### src/rtl/ffd_pkg.sv
// Shared types and constants for the free-fall detector.
// Depends on nothing; imported by ffd_div, free_fall_detector and the testbench.
package ffd_pkg;

    // Configuration register layout.
    localparam int unsigned REG_W = 15;
    localparam logic [REG_W-1:0] CENTER_RESET = 15'd4096;
    localparam logic [REG_W-1:0] TOL_RESET    = 15'd1638;

    // Register indexes on the configuration port.
    localparam logic CFG_CENTER = 1'b0;
    localparam logic CFG_TOL    = 1'b1;

    // Output limits.
    localparam logic [15:0] TIME_MAX     = 16'hFFFF;
    localparam logic [24:0] DIST_MAX     = 25'h1FFFFFF;
    localparam logic [31:0] DT_SAT_LIMIT = 32'd100000;

    // Distance division: numerator is 49*dt^2 with dt at most the limit above.
    // Dividing by 10000 is a shift by 4 and then two steps by 625 on 28-bit
    // chunks, each step a multiplication by a rounded-up reciprocal.
    localparam int unsigned NUM_W    = 39;
    localparam int unsigned QUOT_W   = 26;
    localparam int unsigned SCALE_SH = 4;
    localparam int unsigned CHUNK_W  = 28;
    localparam int unsigned RECIP_W  = 29;
    localparam int unsigned RECIP_SH = 38;
    localparam logic [RECIP_W-1:0] RECIP_625 = 29'd439804652;
    localparam logic [9:0]         DIV_625   = 10'd625;

    // Shared squarer operand and product widths.
    localparam int unsigned OP_W   = 17;
    localparam int unsigned PROD_W = 2 * OP_W;

    // One input request: timestamped three-axis sample, Q4.12 g.
    typedef struct packed {
        logic        [31:0] timestamp_ms;
        logic signed [15:0] accel_x;
        logic signed [15:0] accel_y;
        logic signed [15:0] accel_z;
    } t_in;

    // One result request: fall duration and fall distance.
    typedef struct packed {
        logic [15:0] fall_time_ms;
        logic [24:0] fall_distance_mm;
    } t_out;

endpackage

### src/rtl/ffd_div.sv
// Divider by the constant 10000 using reciprocal multiplication on two chunks.
// Depends on ffd_pkg for widths and the reciprocal constants.
module ffd_div (
    input  logic                        i_clk,
    input  logic                        i_rst_n,
    input  logic                        i_start,
    input  logic [ffd_pkg::NUM_W-1:0]   i_num,
    output logic                        o_done,
    output logic [ffd_pkg::QUOT_W-1:0]  o_quot
);
    import ffd_pkg::*;

    localparam int unsigned RPROD_W = CHUNK_W + RECIP_W;
    localparam int unsigned CQ_W    = RPROD_W - RECIP_SH;
    localparam int unsigned LOW_W   = 18;
    localparam int unsigned HIGH_W  = NUM_W - SCALE_SH - LOW_W;
    localparam int unsigned Q1_W    = QUOT_W - LOW_W;
    localparam int unsigned REM_W   = CHUNK_W - LOW_W;

    typedef enum logic [1:0] {
        D_IDLE, D_HIGH, D_REM, D_LOW
    } t_dstate;

    t_dstate             r_state;
    logic                r_done;
    logic [CHUNK_W-1:0]  r_chunk;
    logic [LOW_W-1:0]    r_low;
    logic [Q1_W-1:0]     r_q1;
    logic [QUOT_W-1:0]   r_quot;

    logic [RPROD_W-1:0]  rprod;
    logic [CQ_W-1:0]     chunk_q;
    logic [HIGH_W-1:0]   q1_mul;
    logic [HIGH_W-1:0]   rem;

    // Quotient of the current chunk by 625; exact for every 28-bit chunk.
    assign rprod   = RPROD_W'(r_chunk) * RPROD_W'(RECIP_625);
    assign chunk_q = rprod[RPROD_W-1:RECIP_SH];

    // Remainder of the high chunk, always below 625.
    assign q1_mul = HIGH_W'(r_q1) * HIGH_W'(DIV_625);
    assign rem    = r_chunk[HIGH_W-1:0] - q1_mul;

    // The numerator is shifted down by 4 (the factor 16 of 10000). The high
    // 17 bits are divided first; their remainder joined with the low 18 bits
    // forms the second chunk, whose quotient gives the low quotient bits.
    always_ff @(posedge i_clk) begin
        if (!i_rst_n) begin
            r_state <= D_IDLE;
            r_done  <= 1'b0;
        end else begin
            r_done <= !i_start && (r_state == D_LOW);
            if (i_start) begin
                r_chunk <= CHUNK_W'(i_num[NUM_W-1:NUM_W-HIGH_W]);
                r_low   <= i_num[NUM_W-HIGH_W-1:SCALE_SH];
                r_state <= D_HIGH;
            end else begin
                case (r_state)
                    D_HIGH: begin
                        r_q1    <= chunk_q[Q1_W-1:0];
                        r_state <= D_REM;
                    end
                    D_REM: begin
                        r_chunk <= {rem[REM_W-1:0], r_low};
                        r_state <= D_LOW;
                    end
                    D_LOW: begin
                        r_quot  <= {r_q1, chunk_q[LOW_W-1:0]};
                        r_state <= D_IDLE;
                    end
                    default: ;
                endcase
            end
        end
    end

    assign o_done = r_done;
    assign o_quot = r_quot;

endmodule

### src/rtl/free_fall_detector.sv
// Free-fall detector: a sample request is accepted in idle and the next one only after
// six squarer steps, one decision and the return to idle.
// The sample that ends a fall then takes a squaring, a scale by 49 and a reciprocal
// divide by 10000 before it shows its result and the next request is taken; over
// 100000 ms the distance is skipped. Stalls on the result channel add to this.
// Synchronous active-low reset: waiting phase, start time zero, registers at defaults.
module free_fall_detector (
    input  logic                          i_clk,
    input  logic                          i_rst_n,
    // Configuration write port.
    input  logic                          i_cfg_we,
    input  logic                          i_cfg_idx,
    input  logic [ffd_pkg::REG_W-1:0]     i_cfg_data,
    // Sample channel.
    input  logic                          i_in_valid,
    output logic                          o_in_stall,
    input  ffd_pkg::t_in                  i_in,
    // Result channel.
    output logic                          o_out_valid,
    input  logic                          i_out_stall,
    output ffd_pkg::t_out                 o_out
);
    import ffd_pkg::*;

    typedef enum logic [2:0] {
        S_IDLE, S_SQ, S_DECIDE, S_DT2, S_MUL49, S_DIVST, S_DIV, S_OUT
    } t_state;

    t_state              r_state;
    logic [2:0]          r_step;
    logic                r_phase;
    logic [31:0]         r_start;
    logic [REG_W-1:0]    r_center;
    logic [REG_W-1:0]    r_tol;

    logic [31:0]         r_ts;
    logic [15:0]         r_ax;
    logic [15:0]         r_ay;
    logic [15:0]         r_az;
    logic [PROD_W-1:0]   r_prod;
    logic [31:0]         r_mag;
    logic [29:0]         r_lo2;
    logic [31:0]         r_hi2;
    logic [31:0]         r_dt;
    logic [NUM_W-1:0]    r_num;
    logic [24:0]         r_dist;
    logic                r_out_valid;
    t_out                r_out;

    logic [15:0]         lo_diff;
    logic [15:0]         hi_sum;
    logic [OP_W-1:0]     op;
    logic [PROD_W-1:0]   square;
    logic                rest;
    logic [31:0]         dt_now;
    logic                div_done;
    logic [QUOT_W-1:0]   div_quot;
    logic                out_free;

    // Rest window bounds from the configuration registers.
    assign lo_diff = {1'b0, r_center} - {1'b0, r_tol};
    assign hi_sum  = {1'b0, r_center} + {1'b0, r_tol};

    // Operand of the shared squarer, chosen by the sequencer.
    always_comb begin
        op = '0;
        if (r_state == S_SQ) begin
            case (r_step)
                3'd0:    op = {1'b0, r_ax};
                3'd1:    op = {1'b0, r_ay};
                3'd2:    op = {1'b0, r_az};
                3'd3:    op = {2'b0, lo_diff[14:0]};
                3'd4:    op = {1'b0, hi_sum};
                default: op = '0;
            endcase
        end else if (r_state == S_DT2) begin
            op = r_dt[OP_W-1:0];
        end
    end

    assign square = op * op;

    // Rest test on squared magnitude; a negative lower bound passes every magnitude on the low side.
    assign rest   = (lo_diff[15] || (r_mag > {2'b0, r_lo2})) && (r_mag < r_hi2);
    assign dt_now = r_ts - r_start;

    // The result register can take a new result when empty or being drained.
    assign out_free = !r_out_valid || !i_out_stall;

    ffd_div u_div (
        .i_clk   (i_clk),
        .i_rst_n (i_rst_n),
        .i_start (r_state == S_DIVST),
        .i_num   (r_num),
        .o_done  (div_done),
        .o_quot  (div_quot)
    );

    // Configuration registers.
    always_ff @(posedge i_clk) begin
        if (!i_rst_n) begin
            r_center <= CENTER_RESET;
            r_tol    <= TOL_RESET;
        end else if (i_cfg_we) begin
            case (i_cfg_idx)
                CFG_CENTER: r_center <= i_cfg_data;
                CFG_TOL:    r_tol    <= i_cfg_data;
                default:    ;
            endcase
        end
    end

    // Sequencer with the detector state and the result register.
    always_ff @(posedge i_clk) begin
        if (!i_rst_n) begin
            r_state     <= S_IDLE;
            r_step      <= '0;
            r_phase     <= 1'b0;
            r_start     <= '0;
            r_out_valid <= 1'b0;
        end else begin
            if (r_out_valid && !i_out_stall && (r_state != S_OUT)) begin
                r_out_valid <= 1'b0;
            end
            case (r_state)
                S_IDLE: begin
                    if (i_in_valid) begin
                        r_ts    <= i_in.timestamp_ms;
                        r_ax    <= i_in.accel_x[15] ? 16'(-i_in.accel_x) : i_in.accel_x;
                        r_ay    <= i_in.accel_y[15] ? 16'(-i_in.accel_y) : i_in.accel_y;
                        r_az    <= i_in.accel_z[15] ? 16'(-i_in.accel_z) : i_in.accel_z;
                        r_mag   <= '0;
                        r_step  <= '0;
                        r_state <= S_SQ;
                    end
                end
                S_SQ: begin
                    // Square this step's operand; fold in the previous product.
                    r_prod <= square;
                    case (r_step)
                        3'd1, 3'd2, 3'd3: r_mag <= r_mag + r_prod[31:0];
                        3'd4:             r_lo2 <= r_prod[29:0];
                        3'd5:             r_hi2 <= r_prod[31:0];
                        default:          ;
                    endcase
                    r_step <= r_step + 1'b1;
                    if (r_step == 3'd5) begin
                        r_state <= S_DECIDE;
                    end
                end
                S_DECIDE: begin
                    r_state <= S_IDLE;
                    if (!r_phase) begin
                        if (!rest) begin
                            r_phase <= 1'b1;
                            r_start <= r_ts;
                        end
                    end else if (rest) begin
                        r_phase <= 1'b0;
                        r_dt    <= dt_now;
                        if (dt_now > DT_SAT_LIMIT) begin
                            r_dist  <= DIST_MAX;
                            r_state <= S_OUT;
                        end else begin
                            r_state <= S_DT2;
                        end
                    end
                end
                S_DT2: begin
                    r_prod  <= square;
                    r_state <= S_MUL49;
                end
                S_MUL49: begin
                    // Times 49 as 32 + 16 + 1.
                    r_num   <= ({5'b0, r_prod} << 5) + ({5'b0, r_prod} << 4)
                               + {5'b0, r_prod};
                    r_state <= S_DIVST;
                end
                S_DIVST: begin
                    r_state <= S_DIV;
                end
                S_DIV: begin
                    if (div_done) begin
                        r_dist  <= div_quot[QUOT_W-1] ? DIST_MAX : div_quot[24:0];
                        r_state <= S_OUT;
                    end
                end
                S_OUT: begin
                    if (out_free) begin
                        r_out.fall_time_ms     <= (r_dt > {16'b0, TIME_MAX}) ?
                                                  TIME_MAX : r_dt[15:0];
                        r_out.fall_distance_mm <= r_dist;
                        r_out_valid            <= 1'b1;
                        r_state                <= S_IDLE;
                    end
                end
                default: r_state <= S_IDLE;
            endcase
        end
    end

    assign o_in_stall  = (r_state != S_IDLE);
    assign o_out_valid = r_out_valid;
    assign o_out       = r_out;

`ifndef SYNTHESIS
    // The divider finishes only while the sequencer waits for it.
    a_div_done: assert property (@(posedge i_clk) disable iff (!i_rst_n)
        div_done |-> (r_state == S_DIV))
        else $error("divider done outside its wait state");

    // A result is only produced after the fall has been closed.
    a_out_rearmed: assert property (@(posedge i_clk) disable iff (!i_rst_n)
        (r_state == S_OUT) |-> !r_phase)
        else $error("result pending while still falling");

    // An unsaturated fall time can never give a saturated distance.
    a_dist_range: assert property (@(posedge i_clk) disable iff (!i_rst_n)
        (o_out_valid && (o_out.fall_time_ms != TIME_MAX)) |->
        (o_out.fall_distance_mm != DIST_MAX))
        else $error("distance saturated for a short fall");

    // The squaring sequence never runs past its last step.
    a_step_range: assert property (@(posedge i_clk) disable iff (!i_rst_n)
        (r_state == S_SQ) |-> (r_step <= 3'd5))
        else $error("squaring step out of range");
`endif

endmodule

### config.mk
export PLATFORM = sky130hd
export DESIGN_NAME = free_fall_detector
export DESIGN_NICKNAME = d
export VERILOG_FILES = /design/src/rtl/ffd_pkg.sv /design/src/rtl/ffd_div.sv /design/src/rtl/free_fall_detector.sv
export SDC_FILE = /design/constraint.sdc
export NUM_CORES = 2
export LEC_CHECK = 0
export CORE_MARGIN = 1.5
export CORE_UTILIZATION = 50
export CTS_CLUSTER_DIAMETER = 150
export DETAILED_ROUTE_END_ITERATION = 10
export DONT_BUFFER_PORTS = 1
export GPL_ROUTABILITY_DRIVEN = 0
export PLACE_DENSITY = 0.65
export RECOVER_POWER = 100
export SETUP_SLACK_MARGIN = 0.5
export SYNTH_ARGS = -nofsm -noshare
export SYNTH_HDL_FRONTEND = slang
export SYNTH_SLANG_ARGS = --single-unit
### constraint.sdc
create_clock -name i_clk -period 17.6 [get_ports i_clk]
set_clock_uncertainty 0.2 [all_clocks]
set_input_delay 0.88 -clock i_clk [delete_from_list [all_inputs] [get_ports i_clk]]
set_output_delay 0.88 -clock i_clk [all_outputs]
set_load 0.01 [all_outputs]
==> reports/metrics.cfg <==
[global_routing]
grt_max_degree = 113
antenna_found_initial = 0
grt_util_all_layers_pct = 22.74
grt_pass1_vias = 32380
grt_pass1_wl_um = 174900
grt.overflow.total = 0

[floorplanning]
core-area_um2 = 94870
row_count = 113
die_w_um = 312.1
ios = 144
die_h_um = 312.1
dieArea_um2 = 97420
initial_core_util_pct = 50.36

[finish]
fill_cells = 8300
layout-drive-gt1-share_pct = 3.159
area_delta_synth_final_pct = 6.796
seqCellArea_um2 = 14010
nets = 5782
finalNonFillerCells = 5825
final_area_um2 = 51020
multi_input_area_um2 = 29910
post-route-util_pct = 53.78

[logic_synthesis]
synth-edff-count = 418
yosysTopAreaCellShare_pct = 26.27
ys_async_sr_fraction_pct = 0
avgSynthCellArea_um2 = 10.58
synth-main-ff-cell = edfxtp_1
synth-seq-cells = 491
yosysTopAreaCell = edfxtp_1
synth_nets = 5787
synth_area_um2 = 47780
synth_common_cells = inv_1, ha_1, fa_1
synth_cell_type_count = 90
yosysWarnings = 0
synth_top_cells_by_area = edfxtp_1, fa_1, ha_1, inv_1, nand2_1
syn_inst = 4516
yosysMostFrequentCell = inv_1
ys_seq_area_share_pct = 29.33

[pwr]
p_int_mw = 3.303
finalPower_mw = 5.512
power.switching_mw = 2.209
power_density_nw_per_um2 = 108.0
leakage_nw = 23.01
sw_frac_of_total_pct = 40.07
vdd_ir_drop_max_mv = 0.08864
clkPwrFrac_pct = 21.9
power_frac_comb_pct = 49.5
p_seq_share_pct = 28.7

[cts]
root_buffer = clkbuf_16
cts_buffer_depth = 3
clk_latency_ns = 0.67
ctsHoldBuffers = 0
cts.sinks = 491
cts_repair_resize_count = 0
cts_setup_buffers = 0
cts_tree = yes
cts.clk_slew.worst_paths_ns = 0.06
h-tree-depth = 2
cts_made_buffers = 55

[worst_setup_path]
max_stage_delay_ns = 1.46
cpMaxStageDelayCell = clkbuf_1
critical_path_class = register to register
crit_required_ns = 17.78
cp_data_arrival_time_ns = 10.56
rrSetupSlack_ns = 7.22
critPathLaunchType = register
startpoint = r_state[1]$_SDFFE_PN0P_
r2r_start = r_state[1]$_SDFFE_PN0P_
worstPathMaxFanout = 36
cp_common_cell = inv_1
rr_worst_depth = 30
r2r-end = r_prod[29]$_DFFE_PP_
cp-end-kind = register

[place]
io_buffers = 0
place_ws_ns = 8.160
placedCellCount = 5719
dp_hpwl_um = 88170
post_dp_cell_area_um2 = 49270

[detailed_routing]
routed-via-count = 31230
vias_per_cell = 5.361
routedWlPerCell_um = 18.67
drc = 0
drtPass1Iterations = 6
ant_nets = 0
totalWireLength_um = 108800
first_iter_violations = 1940

[timing]
max_slew.worst_pin.slew_ns = 3.637
setup_slack_ns = 7.221
post-route-period-util_pct = 58.97
maxSlewViolCount = 487
slew_headroom_pct = -142.5
holdWs_ns = 0.1070
hold_violations = 0
fmaxAchievable_mhz = 96.34
rsz0062_at_grt = no
setup_viol = 0
min_period_ns = 10.38
finalSetupTns_ns = 0

[worst_hold_path]
hold_path.class = primary input to register
holdPathEnd = r_ts[26]$_DFFE_PP_
holdCritStartpoint = i_in[74]
holdPathStages = 0

[status]
violations = max-capacitance violations, max-slew violations
status = finished with violations

[flow_run]
maxCapViolCount = 14

-- cell families after synthesis --
kind of cell             Yosys count  synth area share, %
adder cells (fa/ha/maj)         1170                39.64
buffers and inverters           1007                8.006
AND/OR/NAND/NOR                  959                9.480
AO/OA/AOI/OAI                    636                8.784
flip-flops                       491                29.33
XOR/XNOR                         216                3.976
multiplexers                      37               0.7778
-- worst max path at each step --
stage                                 endpoint  slack (ns)
final                     r_prod[29]$_DFFE_PP_        7.22
after global routing      r_prod[29]$_DFFE_PP_        6.55
after CTS                 r_prod[29]$_DFFE_PP_        8.08
after detailed placement  r_prod[29]$_DFFE_PP_        8.16
after global placement    r_prod[29]$_DFFE_PP_        8.18
after floorplan           r_prod[29]$_DFFE_PP_        9.35
-- sequential cells by signal, indices dropped and copies added, names as in the netlist, 28 cells and up --
signal / count
o_out: 41
u_div.r_chunk: 28
r_mag: 32
r_ts: 32
r_lo2: 29
r_num: 35
r_hi2: 31
r_prod: 33
r_dt: 32
r_start: 32
-- per-layer routing --
layer | global-route usage (%) | vias up | wire [um]
met5 | 0 | - | 0
met4 | 6.840 | 0 | 3157
met3 | 2.336 | 154 | 4992
met2 | 39.73 | 771 | 53740
met1 | 29.90 | 15440 | 46880
li1 | - | 14860 | -
-- placed cells by master, fill, tap and decap left out, drive strengths merged, types with 6 or more instances in the layout --
master  netlist  layout
nand3        55      55
buf          23      15
o21bai       25      25
dfxtp        73      73
and3         17      17
o21ai       127     127
nand2b       63      63
xor2         60      60
o21a         27      27
nor3b         6       6
ha          597     597
inv         912     914
nand4        25      25
or3          17      17
or2          28      28
nor2        162     162
a21oi       176     176
bufinv        0       8
nor4         15      15
xnor2       156     156
a222oi        7       7
a22oi        15      15
nor2b        39      39
mux2i        36      36
and4          9       9
a211oi       15      15
fa          573     573
clkbuf       72      80
a21boi       29      29
a31oi        22      22
edfxtp      418     418
nor3         39      39
a21o         79      79
a22o          9       9
o31ai        17      17
o211ai       19      19
nand2       415     415
and2         52      52
clkinv        0      28
-- area by class of cell --
type | count | area share, %
Inverter | 912 | 6.709
Clock buffer | 62 | 2.769
Sequential cell | 491 | 27.47
Timing Repair Buffer | 33 | 0.3531
Multi-Input combinational cell | 3018 | 58.62
Antenna cell | 2 | 0.009809
Tap cell | 1265 | 3.102
Clock inverter | 42 | 0.9711
-- worst max-delay path, delay by kind of cell, from the launching register on --
| family | cells | cell delay (ns) |
|---|---|---|
| DFF | 1 | 0.60 |
| xor gates and xnor gates | 1 | 0.13 |
| AOI/OAI and AO/OA | 9 | 1.93 |
| adders and majority gates | 7 | 3.19 |
| and+or+nand+nor | 4 | 1.06 |
| buffers and inverters | 9 | 2.93 |
-- power groups by stage --
stage | sequential (mW) | combinational (mW) | clock, mW
global placement | 1.60 | 2.68 | 0
finish | 1.58 | 2.73 | 1.20
detailed placement | 1.60 | 2.72 | 0
floorplan | 1.56 | 2.08 | 0
CTS | 1.58 | 2.76 | 1.23
global route | 1.59 | 3.11 | 1.27
Note: power is estimated with default switching activity, not from simulation.
